==> src/rtl/rbd_pkg.sv <==
`timescale 1ns / 1ps
// ----------------------------------------------------------------------------
// rbd_pkg
// shared types, register indexes and defaults for the box filter downscaler
// ----------------------------------------------------------------------------
package rbd_pkg;

   localparam int DEF_MAX_LINE_PIXELS = 1024;
   localparam int DEF_MAX_ROWS        = 512;

   // geometry arithmetic width, holds any clamped size up to 4096
   localparam int GW = 13;

   localparam int CSR_IDX_W  = 3;
   localparam int CSR_DATA_W = 11;

   localparam logic [CSR_IDX_W-1:0] REG_LINE_PIXELS = 3'd0;
   localparam logic [CSR_IDX_W-1:0] REG_RECT_X      = 3'd1;
   localparam logic [CSR_IDX_W-1:0] REG_RECT_Y      = 3'd2;
   localparam logic [CSR_IDX_W-1:0] REG_RECT_W      = 3'd3;
   localparam logic [CSR_IDX_W-1:0] REG_RECT_H      = 3'd4;
   localparam logic [CSR_IDX_W-1:0] REG_OUT_WIDTH   = 3'd5;
   localparam logic [CSR_IDX_W-1:0] REG_OUT_HEIGHT  = 3'd6;
   localparam logic [CSR_IDX_W-1:0] REG_COLOUR_MODE = 3'd7;

   localparam logic [10:0] RST_LINE_PIXELS = 11'd800;
   localparam logic [9:0]  RST_RECT_X      = 10'd0;
   localparam logic [8:0]  RST_RECT_Y      = 9'd0;
   localparam logic [10:0] RST_RECT_W      = 11'd800;
   localparam logic [9:0]  RST_RECT_H      = 10'd480;
   localparam logic [10:0] RST_OUT_WIDTH   = 11'd320;
   localparam logic [9:0]  RST_OUT_HEIGHT  = 10'd240;

   // step selectors shared by controller and datapath
   localparam logic [1:0] EDGE_CS   = 2'd0;
   localparam logic [1:0] EDGE_CE   = 2'd1;
   localparam logic [1:0] EDGE_RS   = 2'd2;
   localparam logic [1:0] EDGE_RE   = 2'd3;
   localparam logic [1:0] CH_RED    = 2'd0;
   localparam logic [1:0] CH_GREEN  = 2'd1;
   localparam logic [1:0] CH_BLUE   = 2'd2;

   localparam logic [5:0] MAX5 = 6'd31;
   localparam logic [5:0] MAX6 = 6'd63;

   typedef struct packed {
      logic       accept;
      logic       geo;
      logic       eval;
      logic       mul_edge;
      logic       mul_ch;
      logic       div_start;
      logic       store_edge;
      logic       acc;
      logic       area;
      logic       store_ch;
      logic       out_load;
      logic [1:0] sel;
   } rbd_cmd_type;

   typedef struct packed {
      logic hit;
      logic emit;
      logic div_done;
      logic out_free;
   } rbd_stat_type;

endpackage

==> src/rtl/rbd_ctrl.sv <==
`timescale 1ns / 1ps
// ----------------------------------------------------------------------------
// rbd_ctrl
// sequencer for one pixel: geometry, box edges, accumulate, averages, result
// ----------------------------------------------------------------------------
module rbd_ctrl (
   input  logic                 clock,
   input  logic                 reset,
   input  logic                 req_valid,
   output logic                 req_ready,
   input  rbd_pkg::rbd_stat_type stat,
   output rbd_pkg::rbd_cmd_type  cmd
);
   import rbd_pkg::*;

   typedef enum logic [11:0] {
      ST_IDLE   = 12'h001,
      ST_GEO    = 12'h002,
      ST_EVAL   = 12'h004,
      ST_EMUL   = 12'h008,
      ST_ESTART = 12'h010,
      ST_EDIV   = 12'h020,
      ST_ACC    = 12'h040,
      ST_AREA   = 12'h080,
      ST_CMUL   = 12'h100,
      ST_CSTART = 12'h200,
      ST_CDIV   = 12'h400,
      ST_OUT    = 12'h800
   } state_type;

   state_type  state_ff, state_in;
   logic [1:0] sel_ff, sel_in;

   always_comb begin
      state_in  = state_ff;
      sel_in    = sel_ff;
      cmd       = '0;
      cmd.sel   = sel_ff;
      req_ready = 1'b0;
      case (state_ff)
         ST_IDLE: begin
            req_ready = 1'b1;
            if (req_valid) begin
               cmd.accept = 1'b1;
               state_in   = ST_GEO;
            end
         end
         ST_GEO: begin
            cmd.geo  = 1'b1;
            state_in = ST_EVAL;
         end
         ST_EVAL: begin
            cmd.eval = 1'b1;
            sel_in   = EDGE_CS;
            state_in = stat.hit ? ST_EMUL : ST_IDLE;
         end
         ST_EMUL: begin
            cmd.mul_edge = 1'b1;
            state_in     = ST_ESTART;
         end
         ST_ESTART: begin
            cmd.div_start = 1'b1;
            state_in      = ST_EDIV;
         end
         ST_EDIV: begin
            if (stat.div_done) begin
               cmd.store_edge = 1'b1;
               if (sel_ff == EDGE_RE) begin
                  state_in = ST_ACC;
               end else begin
                  sel_in   = sel_ff + 2'd1;
                  state_in = ST_EMUL;
               end
            end
         end
         ST_ACC: begin
            cmd.acc  = 1'b1;
            state_in = stat.emit ? ST_AREA : ST_IDLE;
         end
         ST_AREA: begin
            cmd.area = 1'b1;
            sel_in   = CH_RED;
            state_in = ST_CMUL;
         end
         ST_CMUL: begin
            cmd.mul_ch = 1'b1;
            state_in   = ST_CSTART;
         end
         ST_CSTART: begin
            cmd.div_start = 1'b1;
            state_in      = ST_CDIV;
         end
         ST_CDIV: begin
            if (stat.div_done) begin
               cmd.store_ch = 1'b1;
               if (sel_ff == CH_BLUE) begin
                  state_in = ST_OUT;
               end else begin
                  sel_in   = sel_ff + 2'd1;
                  state_in = ST_CMUL;
               end
            end
         end
         ST_OUT: begin
            if (stat.out_free) begin
               cmd.out_load = 1'b1;
               state_in     = ST_IDLE;
            end
         end
         default: begin
            state_in = ST_IDLE;
         end
      endcase
   end

   always_ff @(posedge clock) begin
      if (reset) begin
         state_ff <= ST_IDLE;
         sel_ff   <= 2'd0;
      end else begin
         state_ff <= state_in;
         sel_ff   <= sel_in;
      end
   end

   // a new pixel is only taken in idle, once the previous result has been loaded into the result register
   assert property (@(posedge clock) disable iff (reset)
      cmd.accept |=> state_ff == ST_GEO)
      else $error("accept did not start geometry step");
   assert property (@(posedge clock) disable iff (reset)
      cmd.store_edge |-> $past(cmd.div_start, 1) == 1'b0)
      else $error("edge stored in the cycle after divider start");
   assert property (@(posedge clock) disable iff (reset)
      cmd.out_load |=> state_ff == ST_IDLE)
      else $error("result load did not return to idle");
endmodule

==> config.mk <==
export PLATFORM = sky130hd
export DESIGN_NAME = rbd_ctrl
export DESIGN_NICKNAME = d
export VERILOG_FILES = /design/src/rtl/rbd_pkg.sv /design/src/rtl/rbd_ctrl.sv
export SDC_FILE = /design/constraint.sdc
export NUM_CORES = 1
export LEC_CHECK = 0
export BUFFER_PORTS_ARGS = -buffer_cell sky130_fd_sc_hd__buf_4
export CAP_MARGIN = 20
export CORE_MARGIN = 1.5
export CORE_UTILIZATION = 35
export CTS_CLUSTER_DIAMETER = 40
export DETAILED_ROUTE_END_ITERATION = 10
export GPL_TIMING_DRIVEN = 0
export SETUP_SLACK_MARGIN = 0.05
export SYNTH_ARGS = -nofsm -noshare
export SYNTH_HDL_FRONTEND = slang
export SYNTH_SLANG_ARGS = --single-unit
==> constraint.sdc <==
create_clock -name clock -period 1.9 [get_ports clock]
set_input_delay 0 -clock clock [delete_from_list [all_inputs] [get_ports clock]]
set_output_delay 0 -clock clock [all_outputs]
set_load 0.005 [all_outputs]
==> metrics.yaml <==
status: "finished, final reports clean"
rsz0062_at_grt: "true"
cp_max_fo: 5
finalHoldViolCount: 0
diodes: 0
worstPathArrival_ns: 2.05
layout.cells.non_filler: 174
finalSetupViolCount: 0
syn-cell-area_um2: 908
drive_above_1_share_pct: 45.1
cts_max_level: 1
die_x_um: 53.9
antenna_found_initial: 0
relSlewSlack_pct: 66.5
min_path_type: "in -> reg"
max_slew.worst_pin.slew_ns: 0.499
synthArstFlopShare_pct: 0
start_util_pct: 36.7
initialDrtViolationCount: 14
maxCapViolCount: 0
routed_via_density: 5.28
period_needed_ns: 1.81
grt_first_pass_wirelength_mm: 3.61
synth_edf_count: 0
drv_slew: 0
die_y_um: 53.9
area_growth_pct: 46.0
postRouteAntennaNets: 0
synth-seq-cells: 14
ir_drop_uv: 452
port_buffers: 20
cts_buffer_depth: 2
final_nets: 154
ys_types: 35
hpwl_mm: 1.61
ioPinCount: 21
power_density_nw_per_um2: 546
wirelength_mm: 2.36
cp.required_ns: 2.14
grt_max_degree: 11
num_rows: 18
cts_tree: "built"
via_count: 919
fmax_mhz: 554
period_share_pct: 95.1
fin_util_pct: 53.5
grt_usage_pct: 17.7
grt_overflow: 0
netlist_instances: 104
die-area_um2: 2910
syn_area_per_cell_um2: 8.73
core_area_um2: 2480
start_kind: "register"
clkTransAtPathRegs_ns: 0.10
worstSetupEndpointType: "register"
gp_congestion: 0.758
crit_type: "reg -> reg"
synth_warnings: 0
leakagePower_nw: 0.591
clock_latency_ns: 0.29
n_fill_cell: 243
cts_sinks: 14
root_buffer: "clkbuf_4"
whs_ns: 0.0185
cts_made_buffers: 3
syn_nets: 113
dr.pass1.iters: 4
wl_per_cell_um: 13.5
grt_pass1_vias: 807
ys.flop_type: "dfxtp_1"
dp_cells: 154
fin_skew_ns: 0.00868
yosysSeqAreaShare_pct: 30.9
drc: 0
## final timing paths
check	from	endpoint	slack, ns	cells after the start
setup / recovery	state_ff[3]	state_ff[0]	0.09	6
hold reg to reg	state_ff[10]	state_ff[10]	0.54	2
setup reg to reg	state_ff[3]	state_ff[0]	0.09	6
hold / removal	stat[0]	state_ff[11]	0.02	3
## cell usage after synthesis (3+ instances only)
cell type | number | area share, %
and2_1 | 3 | 2.1
and3_1 | 3 | 2.1
dfxtp_1 | 14 | 31
inv_1 | 8 | 3.3
nand2_1 | 3 | 1.2
nand2b_1 | 4 | 2.8
nand3_1 | 3 | 1.7
nand4_1 | 7 | 4.8
nor2_1 | 14 | 5.8
nor2b_1 | 5 | 3.4
nor4_4 | 3 | 7.0
nor4b_1 | 6 | 5.8
o22ai_1 | 3 | 2.1
or4_1 | 3 | 2.5
## layout make-up
type | count | area [um2] | share of cell area (%)
flip-flops and latches | 14 | 325 | 24.5
well taps | 30 | 37.5 | 2.83
inverters | 8 | 30.0 | 2.26
plain buffers | 2 | 15.0 | 1.13
repair buffers | 37 | 285 | 21.5
clock buffers | 4 | 36.3 | 2.74
multi-input cells | 79 | 597 | 45.0
## cells by family after synthesis
group                      share of synthesized area, %
and+or+nand+nor                                    47.9
AOI/OAI and AO/OA                                  9.78
adders and majority gates                          2.75
DFF                                                30.9
xor gates and xnor gates                          0.964
muxes                                              2.20
buffers and inverters                              5.51
## state kept, by name, summed over array words and instances, names as in the netlist
signal    count
state_ff     12
sel_ff        2
## metal layers
metal	vias up	wire, um	GRT usage [%]
met5	-	0	0
met4	0	23	5.13
met3	4	142	6.67
met2	28	1150	29.9
met1	423	1050	20.7
li1	464	-	-
## critical path, cell delays in order (launching register included)
cell and delay [ns]:
dfxtp_4 0.39, nor4_4 0.05, buf_4 0.15, and3_2 0.23, or4_4 0.55, o31ai_2 0.23
a211o_1 0.14
## where the power goes
| group | total [mW] | internal [mW] | switching [mW] | leakage [nW] |
|---|---|---|---|---|
| Clock | 0.228 | 0.117 | 0.111 | 0.0210 |
| Combinational | 0.186 | 0.0981 | 0.0882 | 0.448 |
| Sequential | 0.310 | 0.294 | 0.0157 | 0.122 |
## metrics by stage
step	setup TNS (ns)	total power [mW]	setup slack (ns)	instance area, um2
final	0	0.724	0.0939	1330
after global routing	0	0.769	0.0448	1330
after CTS	0	0.722	0.0501	1210
after detailed placement	-0.289	0.478	-0.0510	1100
after global placement	-0.235	0.475	-0.0521	1100
after floorplan	0	0.423	0.203	908
## repair_timing
action,in CTS,in global routing
buffers inserted,5,10
hold buffers,2,1
resized for setup,12,21
setup endpoints to repair,12,12
pin swaps,3,4
gates cloned,0,0
hold endpoints to repair,2,2
## layout by cell type, fill, tap and decap left out, types with 2 or more instances in the layout
| cell | n |
|---|---|
| and2_1 | 3 |
| and3_2 | 2 |
| and3_4 | 2 |
| buf_4 | 34 |
| clkbuf_4 | 3 |
| dfxtp_1 | 2 |
| dfxtp_4 | 12 |
| dlygate4sd3_1 | 3 |
| ha_1 | 2 |
| inv_1 | 8 |
| mux2i_1 | 2 |
| nand2_1 | 3 |
| nand2b_1 | 4 |
| nand3_1 | 3 |
| nand4_1 | 7 |
| nor2_1 | 13 |
| nor2b_1 | 5 |
| nor3_1 | 2 |
| nor4_4 | 3 |
| nor4b_1 | 6 |
| o22ai_1 | 3 |
| or2b_1 | 2 |
| or4_1 | 3 |
(Power assumes the default switching activity.)
